===== src/hw/rtl/two_wire_serial_frame_master_assert.svh =====
// Assertion macros for the serial frame master core module.
`ifndef TWO_WIRE_SERIAL_FRAME_MASTER_ASSERT_SVH
`define TWO_WIRE_SERIAL_FRAME_MASTER_ASSERT_SVH

// The consequent must hold in the same cycle as the antecedent.
`define TWSFM_ASSERT_SAME(label, clk, rst, ante, cons) \
   label: assert property (@(posedge clk) disable iff (rst) (ante) |-> (cons)) \
      else $error("serial frame master: same-cycle check failed");

// The consequent must hold in the cycle after the antecedent.
`define TWSFM_ASSERT_NEXT(label, clk, rst, ante, cons) \
   label: assert property (@(posedge clk) disable iff (rst) (ante) |=> (cons)) \
      else $error("serial frame master: next-cycle check failed");

`endif


===== src/hw/rtl/twsfm_pkg.sv =====
`default_nettype none

package twsfm_pkg;

   localparam int DATA_BITS    = 8;
   localparam int ADDRESS_BITS = 16;
   localparam int COMMAND_BITS = 8;

   localparam int SHIFT_BITS  = DATA_BITS + ADDRESS_BITS + COMMAND_BITS;
   localparam int SHIFT_IDX_W = $clog2(SHIFT_BITS);
   localparam int DATA_IDX_W  = $clog2(DATA_BITS);

   // Phases of a whole frame: turnaround, sent bits and, for a read, release and read bits.
   localparam int WRITE_PHASES = 2 + 2 * SHIFT_BITS;
   localparam int READ_PHASES  = 2 + 2 * (ADDRESS_BITS + COMMAND_BITS) + 2 + 2 * DATA_BITS;
   localparam int MAX_PHASES   = (WRITE_PHASES > READ_PHASES) ? WRITE_PHASES : READ_PHASES;
   localparam int PHASE_W      = $clog2(MAX_PHASES + 1);

   typedef enum logic [1:0] {
      REQ_TICK  = 2'd0,
      REQ_WRITE = 2'd1,
      REQ_READ  = 2'd2
   } req_kind_type;

   typedef struct packed {
      logic [1:0]              req_type;
      logic [COMMAND_BITS-1:0] command;
      logic [ADDRESS_BITS-1:0] target_address;
      logic [DATA_BITS-1:0]    write_byte;
      logic                    line_in;
   } item_type;

   typedef struct packed {
      logic                 clock_level;
      logic                 line_out;
      logic                 line_drive;
      logic                 busy_res;
      logic [DATA_BITS-1:0] read_byte;
      logic                 read_done;
   } result_type;

endpackage

`default_nettype wire


===== src/hw/rtl/twsfm_frame_core.sv =====
`default_nettype none

module twsfm_frame_core (
   input  wire logic                  clock,
   input  wire logic                  reset,
   input  wire logic                  step,
   input  wire twsfm_pkg::item_type   item,
   output      twsfm_pkg::result_type result
);

   logic [twsfm_pkg::PHASE_W-1:0]    phase_ff, phase_in;
   logic [twsfm_pkg::SHIFT_BITS-1:0] shift_ff, shift_in;
   logic                             is_read_ff, is_read_in;
   logic                             active_ff, active_in;
   logic [twsfm_pkg::DATA_BITS-1:0]  rd_shift_ff, rd_shift_in;
   logic                             clk_lvl_ff, clk_lvl_in;
   logic                             dat_lvl_ff, dat_lvl_in;
   logic                             drive_ff, drive_in;
   logic                             done;

   logic                             is_tick, is_start;
   logic [twsfm_pkg::PHASE_W-1:0]    send_phases, total_phases;
   logic [twsfm_pkg::PHASE_W-1:0]    m_phase, r_phase, r2_phase, k_bit, phase_next;
   logic [twsfm_pkg::SHIFT_IDX_W-1:0] bit_idx;
   logic [twsfm_pkg::DATA_IDX_W-1:0]  rd_idx;

   assign is_tick  = step && (item.req_type == twsfm_pkg::REQ_TICK) && active_ff;
   assign is_start = step && !active_ff &&
                     ((item.req_type == twsfm_pkg::REQ_WRITE) ||
                      (item.req_type == twsfm_pkg::REQ_READ));

   assign send_phases  = is_read_ff ?
      twsfm_pkg::PHASE_W'(2 * (twsfm_pkg::ADDRESS_BITS + twsfm_pkg::COMMAND_BITS)) :
      twsfm_pkg::PHASE_W'(2 * twsfm_pkg::SHIFT_BITS);
   assign total_phases = is_read_ff ? twsfm_pkg::PHASE_W'(twsfm_pkg::READ_PHASES) :
                                      twsfm_pkg::PHASE_W'(twsfm_pkg::WRITE_PHASES);

   // Position within the sent bits, then within the release and read section.
   assign m_phase    = phase_ff - twsfm_pkg::PHASE_W'(2);
   assign r_phase    = m_phase - send_phases;
   assign r2_phase   = r_phase - twsfm_pkg::PHASE_W'(2);
   assign k_bit      = r2_phase >> 1;
   assign bit_idx    = m_phase[twsfm_pkg::SHIFT_IDX_W:1];
   assign rd_idx     = k_bit[twsfm_pkg::DATA_IDX_W-1:0];
   assign phase_next = phase_ff + twsfm_pkg::PHASE_W'(1);

   always_comb begin
      phase_in    = phase_ff;
      shift_in    = shift_ff;
      is_read_in  = is_read_ff;
      active_in   = active_ff;
      rd_shift_in = rd_shift_ff;
      clk_lvl_in  = clk_lvl_ff;
      dat_lvl_in  = dat_lvl_ff;
      drive_in    = drive_ff;
      done        = 1'b0;
      priority if (is_tick) begin
         if (phase_ff < twsfm_pkg::PHASE_W'(2)) begin
            // Turnaround: the data line keeps its last level.
            drive_in   = 1'b1;
            clk_lvl_in = (phase_ff == '0);
         end else if (m_phase < send_phases) begin
            dat_lvl_in = shift_ff[bit_idx];
            drive_in   = 1'b1;
            clk_lvl_in = !m_phase[0];
         end else begin
            drive_in = 1'b0;
            if (r_phase < twsfm_pkg::PHASE_W'(2)) begin
               clk_lvl_in = r_phase[0];
            end else begin
               clk_lvl_in = r2_phase[0];
               if (r2_phase[0] && (k_bit < twsfm_pkg::PHASE_W'(twsfm_pkg::DATA_BITS))) begin
                  rd_shift_in[rd_idx] = rd_shift_ff[rd_idx] | item.line_in;
               end
            end
         end
         phase_in = phase_next;
         if (phase_next >= total_phases) begin
            active_in = 1'b0;
            done      = is_read_ff;
         end
      end else if (is_start) begin
         is_read_in  = (item.req_type == twsfm_pkg::REQ_READ);
         shift_in    = is_read_in ?
            {{twsfm_pkg::DATA_BITS{1'b0}}, item.command, item.target_address} :
            {item.command, item.target_address, item.write_byte};
         rd_shift_in = '0;
         phase_in    = '0;
         active_in   = 1'b1;
      end else begin
      end
   end

   always_ff @(posedge clock) begin
      if (reset) begin
         phase_ff    <= '0;
         shift_ff    <= '0;
         is_read_ff  <= 1'b0;
         active_ff   <= 1'b0;
         rd_shift_ff <= '0;
         clk_lvl_ff  <= 1'b0;
         dat_lvl_ff  <= 1'b0;
         drive_ff    <= 1'b0;
      end else if (step) begin
         phase_ff    <= phase_in;
         shift_ff    <= shift_in;
         is_read_ff  <= is_read_in;
         active_ff   <= active_in;
         rd_shift_ff <= rd_shift_in;
         clk_lvl_ff  <= clk_lvl_in;
         dat_lvl_ff  <= dat_lvl_in;
         drive_ff    <= drive_in;
      end
   end

   assign result.clock_level = clk_lvl_in;
   assign result.line_out    = dat_lvl_in;
   assign result.line_drive  = drive_in;
   assign result.busy_res    = active_in;
   assign result.read_byte   = rd_shift_in;
   assign result.read_done   = done;

`include "two_wire_serial_frame_master_assert.svh"

   `TWSFM_ASSERT_SAME(a_phase_in_range, clock, reset, active_ff, phase_ff < total_phases)
   `TWSFM_ASSERT_SAME(a_done_only_read, clock, reset, done, is_read_ff && is_tick)
   `TWSFM_ASSERT_NEXT(a_start_opens_frame, clock, reset, is_start,
                      active_ff && (phase_ff == '0) && (rd_shift_ff == '0))
   `TWSFM_ASSERT_NEXT(a_idle_holds_lines, clock, reset, !active_ff && !is_start,
                      $stable(clk_lvl_ff) && $stable(dat_lvl_ff) && $stable(drive_ff))

endmodule

`default_nettype wire


===== src/hw/rtl/two_wire_serial_frame_master.sv =====
`default_nettype none

// Channel   Direction  Contents
// req_      in         tuser: request kind; tdata: command, address, write byte, line level
// rsp_      out        tdata: clock, data level, drive, busy, read byte, read done
//
// One request item gives one response item. Items pass through an input register and a
// response register with the frame state updated in between, so one item a cycle flows
// when rsp_tready stays high.
// A stalled response holds the input register, and a new request is still taken while the
// input register empties into the free response slot.
// Reset is synchronous and leaves the frame idle with all lines low and released.

module two_wire_serial_frame_master (
   input  wire logic        clock,
   input  wire logic        reset,
   input  wire logic        req_tvalid,
   output      logic        req_tready,
   // [7:0] command, [23:8] target_address, [31:24] write_byte, [32] line_in, [39:33] zero
   input  wire logic [39:0] req_tdata,
   // [1:0] req_type
   input  wire logic [1:0]  req_tuser,
   output      logic        rsp_tvalid,
   input  wire logic        rsp_tready,
   // [0] clock_level, [1] line_out, [2] line_drive, [3] busy_res, [11:4] read_byte,
   // [12] read_done, [15:13] zero
   output      logic [15:0] rsp_tdata
);

   logic                  in_valid_ff, in_valid_in;
   twsfm_pkg::item_type   in_item_ff, in_item_in;
   logic                  out_valid_ff, out_valid_in;
   twsfm_pkg::result_type out_res_ff, out_res_in;
   twsfm_pkg::result_type core_res;
   logic                  req_take, advance;

   assign advance    = in_valid_ff && (!out_valid_ff || rsp_tready);
   assign req_tready = !in_valid_ff || advance;
   assign req_take   = req_tvalid && req_tready;

   always_comb begin
      in_item_in.req_type       = req_tuser;
      in_item_in.command        = req_tdata[7:0];
      in_item_in.target_address = req_tdata[23:8];
      in_item_in.write_byte     = req_tdata[31:24];
      in_item_in.line_in        = req_tdata[32];
      priority if (req_take) begin
         in_valid_in = 1'b1;
      end else if (advance) begin
         in_valid_in = 1'b0;
      end else begin
         in_valid_in = in_valid_ff;
      end
      out_res_in = core_res;
      priority if (advance) begin
         out_valid_in = 1'b1;
      end else if (rsp_tready) begin
         out_valid_in = 1'b0;
      end else begin
         out_valid_in = out_valid_ff;
      end
   end

   always_ff @(posedge clock) begin
      if (reset) begin
         in_valid_ff  <= 1'b0;
         out_valid_ff <= 1'b0;
      end else begin
         in_valid_ff  <= in_valid_in;
         out_valid_ff <= out_valid_in;
      end
   end

   always_ff @(posedge clock) begin
      if (req_take) begin
         in_item_ff <= in_item_in;
      end
      if (advance) begin
         out_res_ff <= out_res_in;
      end
   end

   twsfm_frame_core u_core (
      .clock  (clock),
      .reset  (reset),
      .step   (advance),
      .item   (in_item_ff),
      .result (core_res)
   );

   assign rsp_tvalid = out_valid_ff;
   assign rsp_tdata  = {3'b000,
                        out_res_ff.read_done,
                        out_res_ff.read_byte,
                        out_res_ff.busy_res,
                        out_res_ff.line_drive,
                        out_res_ff.line_out,
                        out_res_ff.clock_level};

endmodule

`default_nettype wire


===== config.mk =====
export PLATFORM = sky130hd
export DESIGN_NAME = two_wire_serial_frame_master
export DESIGN_NICKNAME = d
export VERILOG_FILES = /design/src/hw/rtl/twsfm_pkg.sv /design/src/hw/rtl/twsfm_frame_core.sv /design/src/hw/rtl/two_wire_serial_frame_master.sv
export VERILOG_INCLUDE_DIRS = /design/src /design/src/hw/rtl
export SDC_FILE = /design/constraint.sdc
export NUM_CORES = 1
export LEC_CHECK = 0
export BUFFER_PORTS_ARGS = -buffer_cell sky130_fd_sc_hd__buf_4
export CAP_MARGIN = 20
export CORE_MARGIN = 4
export CORE_UTILIZATION = 58
export CTS_CLUSTER_SIZE = 8
export DETAILED_ROUTE_END_ITERATION = 8
export PLACE_DENSITY = 0.77
export SYNTH_ARGS = -nofsm -noshare
export SYNTH_HDL_FRONTEND = slang
export SYNTH_SLANG_ARGS = --single-unit

===== constraint.sdc =====
create_clock -name clock -period 4.4 [get_ports clock]
set_input_delay 0.22 -clock clock [delete_from_list [all_inputs] [get_ports clock]]
set_output_delay 0.22 -clock clock [all_outputs]
set_load 0.05 [all_outputs]

* Word level (Yosys, flattened, before mapping)
Index checks and enable logic that the tools add are counted.
** Word-level totals
- Register bits :: 102
- Bits in latches :: 0
- RAM bits :: 0
- Memory bits (read-only) :: 0
- Output and inout bits :: 18
- Word-level logic and storage cells :: 95
- Memories kept :: 0
** Operators by class
- Add/subtract/negate cells :: 4
- Multipliers :: 0
- Div/mod/pow operators :: 0
- Order comparisons :: 8
- Eq/ne operators :: 2
- Shift operators :: 0
- Multiplexer cells :: 35
- Bitwise gates (word level) :: 2
- Reduce and logical (&&, ||, !) cells :: 23
** Operator list (number)
- 2-to-1 mux 8 bit :: 6
- 2-to-1 mux 32 bit :: 1
- 2-to-1 mux 7 bit :: 3
- 2-to-1 mux 1 bit :: 20
- less-than comparator 7 x 2 -> 1 bit, second input constant :: 2
- subtractor 7 x 2 -> 7 bit, second input constant :: 2
- bitwise mux 8 bit :: 1
- logical AND 1 bit :: 8
- adder 7 x 1 -> 7 bit, second input constant :: 1
- greater-or-equal comparator 7 bit :: 1
- logical NOT 7 bit :: 1
- less-than comparator 7 bit :: 1
- subtractor 7 bit :: 1
- less-than comparator 5 x 6 -> 1 bit, second input constant :: 1
- less-than comparator 6 x 4 -> 1 bit, second input constant :: 1
- nonzero test 2 bit :: 3
- binary-select mux 1 bit (select 5 bit) :: 1
- logical NOT 1 bit :: 4
- less-than comparator 3 x 4 -> 1 bit, second input constant :: 1
- AND reduction 2 bit :: 2
- binary-select mux 1 bit (select 3 bit) :: 1
- demux 1 bit (select 3 bit) :: 1
- greater-or-equal comparator 3 x 1 -> 1 bit, second input constant :: 1
- logical OR 1 bit :: 3
- other kinds (7) :: 7

* Longest topological paths before layout
- Depth after elaboration :: 13
- Gate-level depth with buffers :: 14
- Mapped depth without buffers :: 12

* Modules after synthesis
From an unflattened synthesis, not the netlist that was laid out.
** Second synthesis, totals
- Cell total of the unflattened synthesis :: 443
- Area total of the unflattened synthesis :: 4953.5 um^2
** By module, submodules not included
- twsfm_frame_core :: instances 1, cells each 381, area an instance 3382.0 um^2, sequential area each 1041.0 um^2
- two_wire_serial_frame_master :: instances 1, cells each 62, area an instance 1571.5 um^2, sequential area each 1481.4 um^2

* Least setup slack after synthesis
No wires, ideal clock.
- Path kind :: reg2reg
- Start :: reg u_core.phase_ff[1] (netlist name)
- End :: reg out_res_ff, in the netlist rsp_tdata[9], data pin
- Library setup time :: 256 ps
- Arrival :: 3296 ps
- Data required time :: 4144 ps
- Slack :: 848 ps
- Stages on the path, launching flop included :: 14
- Path buffers :: 2
- Clock period less this slack :: 3552 ps
- Cells stage by stage :: dfxtp_1 -> buf_4 -> buf_4 -> inv_1 -> ha_1 -> nor3b_2 -> xor2_1 -> inv_1 -> fa_1 -> nor3_2 -> o21ai_4 -> nor4_4 -> o21ai_1 -> a22o_1
** RTL lines
- start: declaration :: RTL line twsfm_frame_core.sv:11 : logic [twsfm_pkg::PHASE_W-1:0] phase_ff, phase_in;
- start signal: assignment :: RTL line twsfm_frame_core.sv:105 : phase_ff <= phase_in;
- end signal: assignment :: RTL line two_wire_serial_frame_master.sv:79 : out_res_ff <= out_res_in;
- end: declaration :: RTL line two_wire_serial_frame_master.sv:33 : twsfm_pkg::result_type out_res_ff, out_res_in;

==> key figures <==
Status
  • Status: completed

Synthesis
  • Unique cell type count in the Yosys netlist: 53
  • Synth Area per Inst: approximately 12 um^2
  • Cell area after synthesis: around 4900 um^2
  • Sequential fraction of the synthesis area: 51.5%
  • Top post-synthesis cells by area: edfxtp_1 29%, dfxtp_1 22%, mux2i_1 5.7%
  • Gate count of the mapped netlist: 424
  • YS warnings: 0
  • Post-synth EDFFs: 48
  • Async SR Flop Fraction: 0%
  • Share of the synthesized area in the top cell type: 29.4%
  • Dominant cell type by area after synthesis: edfxtp_1
  • Seq cells post-synth: 102
  • Top FF cell, synth: dfxtp_1

Power
  • Total power: 1.86 mW
  • P per Cell Area: 330 nW/um^2
  • P_leak: approximately 2.0 nW
  • Worst vdd ir: approximately 240 uV

Setup path
  • CP peak stage delay: between 0.5 and 0.6 ns
  • Kind of critical path: reg2reg
  • Setup crit end kind: flip-flop
  • Worst EP required: 4.53 ns
  • Cell mode on critical path: inv_1
  • Critical Path Fanout Max: 8
  • Critical-path cell list: inv_1 > ha_1 > nor3b_2 > xor2_1 > inv_1 > fa_1 > nor3_2 > o21ai_4 > nor4_4 > o21ai_1 > a22o_1
  • Slowest CP cell: fa_1
  • Arrival @ worst endpoint: about 3.7 ns
  • Startpoint Class: flip-flop

STA
  • Crit share post-route: 81.1%
  • Relative slew slack: about half
  • Min Tclk post-route: 3.57 ns
  • Pin slew with the least headroom to its limit: 0.739 ns
  • TNS Setup: 0 ns
  • Final WS setup: 0.833 ns
  • # setup viols final: 0
  • Setup Skew: 0.00934 ns
  • Unrepaired setup endpoints after global routing: no
  • Achievable Freq: roughly 280 MHz
  • Max Slew Vio Count: 0
  • Final hold violation count: 0

Cells and area
  • Final std cells w/o fill: 579
  • Layout cells sized above 1: 23.0%
  • Antenna Diode Count: 0
  • Design Area, Final: 5620 um^2
  • Fin nets: 528
  • Commonest non-fill, non-tap cell in the layout: buf_4
  • Layout area overhead: 14.7%
  • Commonest cells after routing, fill and taps aside: 59 x buf_4, 54 x dfxtp_1, 48 x edfxtp_1

Clocking
  • Maximum clock path buffer count: 2
  • Post CTS Setup Buffer Count: 0
  • Total clock sinks: 102
  • CTS tree: yes
  • CTS root buf: clkbuf_8
  • CTS Buf Count: 9
  • Reg clk slew, reported paths: 0.10 ns
  • Clock Latency Late Sink: 0.36 ns
  • H-tree depth: 3

GRT
  • Congestion Overflow GR: 0
  • Initial antenna violation count: 0
  • Vias in the first global route: 3,148
  • GRT Total Usage: approximately a fifth
  • Global-route wire length before repair: 14,800 um
  • Largest net degree at the start of global routing: 58

Place
  • DP HPWL: 6210 um
  • I/O Buffers: 53
  • Gp weighted congestion: 0.849
  • Setup WS pre-CTS: 0.842 ns
  • Dpl cell area: roughly 5300 um^2
  • DP Cell Count: 558

Die
  • DIE WIDTH: around 100 um
  • Core footprint: 8220 um^2
  • Num rows: 33
  • # IOs: between 60 and 70
  • Die height: 99.9 um
  • Die outline area: 9990 um^2
  • Starting density of the core: 59.6%

Drt
  • Initial DRC Count: approximately 110
  • Pre-Repair DR Iteration Count: 4
  • # DRC: 0
  • Vias per cell: 5.71
  • Antenna Nets Post-Route: 0
  • Via count: ~3,300
  • Drt total wl: ~9000 um
  • Wire per inst: 15.5 um

Job
  • Max Cap Viol: 0

Hold path
  • Worst min-delay path category: in2reg
cell families (layout without fill, tap and decap cells):
group | Yosys count | in the layout | share of synthesized area [%]
mux | 38 | 38 | 10.3
flops | 102 | 102 | 51.5
buf+inv | 41 | 89 | 3.70
compound gates | 98 | 98 | 14.2
xor+xnor | 14 | 14 | 3.34
fa+ha+maj | 13 | 13 | 3.47
other cells | 1 | 3 | 0.0765
simple gates | 117 | 117 | 13.4
final timing paths:
kind	startpoint	to	slack, ns	cells after the start
max	u_core.phase_ff[2]$_SDFFE_PP0P_	rsp_tdata[11]$_DFFE_PP_	0.83	11
min	req_tdata[32]	in_item_ff[0]$_DFFE_PP_	0.02	1
max reg2reg	u_core.phase_ff[2]$_SDFFE_PP0P_	rsp_tdata[11]$_DFFE_PP_	0.83	11
min reg2reg	u_core.shift_ff[28]$_SDFFE_PP0P_	u_core.shift_ff[28]$_SDFFE_PP0P_	0.46	2
where the power goes:
group | switching, mW | total, mW | internal [mW]
Combinational | 0.0985 | 0.175 | 0.0761
Clock | 0.334 | 0.621 | 0.287
Sequential | 0.0219 | 1.06 | 1.04
Total | 0.454 | 1.86 | 1.40
cells in the mapped netlist, types with 4 or more instances:
cell      count
dfxtp_1      54
edfxtp_1     48
nor2_1       37
mux2i_1      28
nand2_1      28
a211oi_1     25
a21oi_1      22
clkbuf_1     19
a22o_1       16
ha_1         12
mux4_2       10
nand3_1      10
inv_1         9
nand3b_1      9
o21ai_0       8
o22ai_1       8
buf_1         6
xnor2_1       6
buf_4         5
nand2b_1      5
nor3_2        5
o21ai_1       5
nor2b_1       4
nor4_4        4
xor2_1        4
metrics by stage:
stage | utilization, % | hold WS, ns
finish | 68.4 | 0.0245
floorplan | - | 0.319
detailed placement | 65.0 | 0.399
global placement | 65.0 | 0.398
CTS | 67.7 | 0.00802
global route | 68.4 | 0.000330
metal layers:
layer,up-vias,global-route usage [%],part of all wire [%]
li1,1655,-,-
met1,1530,23.4,43
met2,108,31.9,50
met3,13,4.38,5.6
met4,0,6.62,1.5
met5,-,0,0
critical path, delay by kind of cell, from the launching register on:
kind	cells	cell delay [ns]
adders and majority gates	2	0.80
DFF	1	0.41
xor gates and xnor gates	1	0.34
buffers and inverters	2	0.28
AOI/OAI and AO/OA	3	0.45
and+or+nand+nor	3	1.05
area by class of cell:
type                    count  area, um^2
multi-input cells         283        2210
fillers                   605        2600
repair buffers             64         503
flip-flops and latches    102        2520
well taps                 105         131
clock inverters             6        80.1
clock buffers              10         138
inverters                   9        33.8
sequential cells by signal, summed over array words and instances, names as in the netlist:
name,count
in_item_ff,35
in_valid_ff,1
rsp_tdata,13
rsp_tvalid,1
u_core.active_ff,1
u_core.clk_lvl_ff,1
u_core.dat_lvl_ff,1
u_core.drive_ff,1
u_core.is_read_ff,1
u_core.phase_ff,7
u_core.rd_shift_ff,8
u_core.shift_ff,32
repair_timing:
| action | 4_1_cts | 5_1_grt |
|---|---|---|
| endpoints found under the hold margin | 0 | 4 |
| resized for setup | 0 | 0 |
| hold buffers | 0 | 4 |
Note: power is estimated with default switching activity, not from simulation.
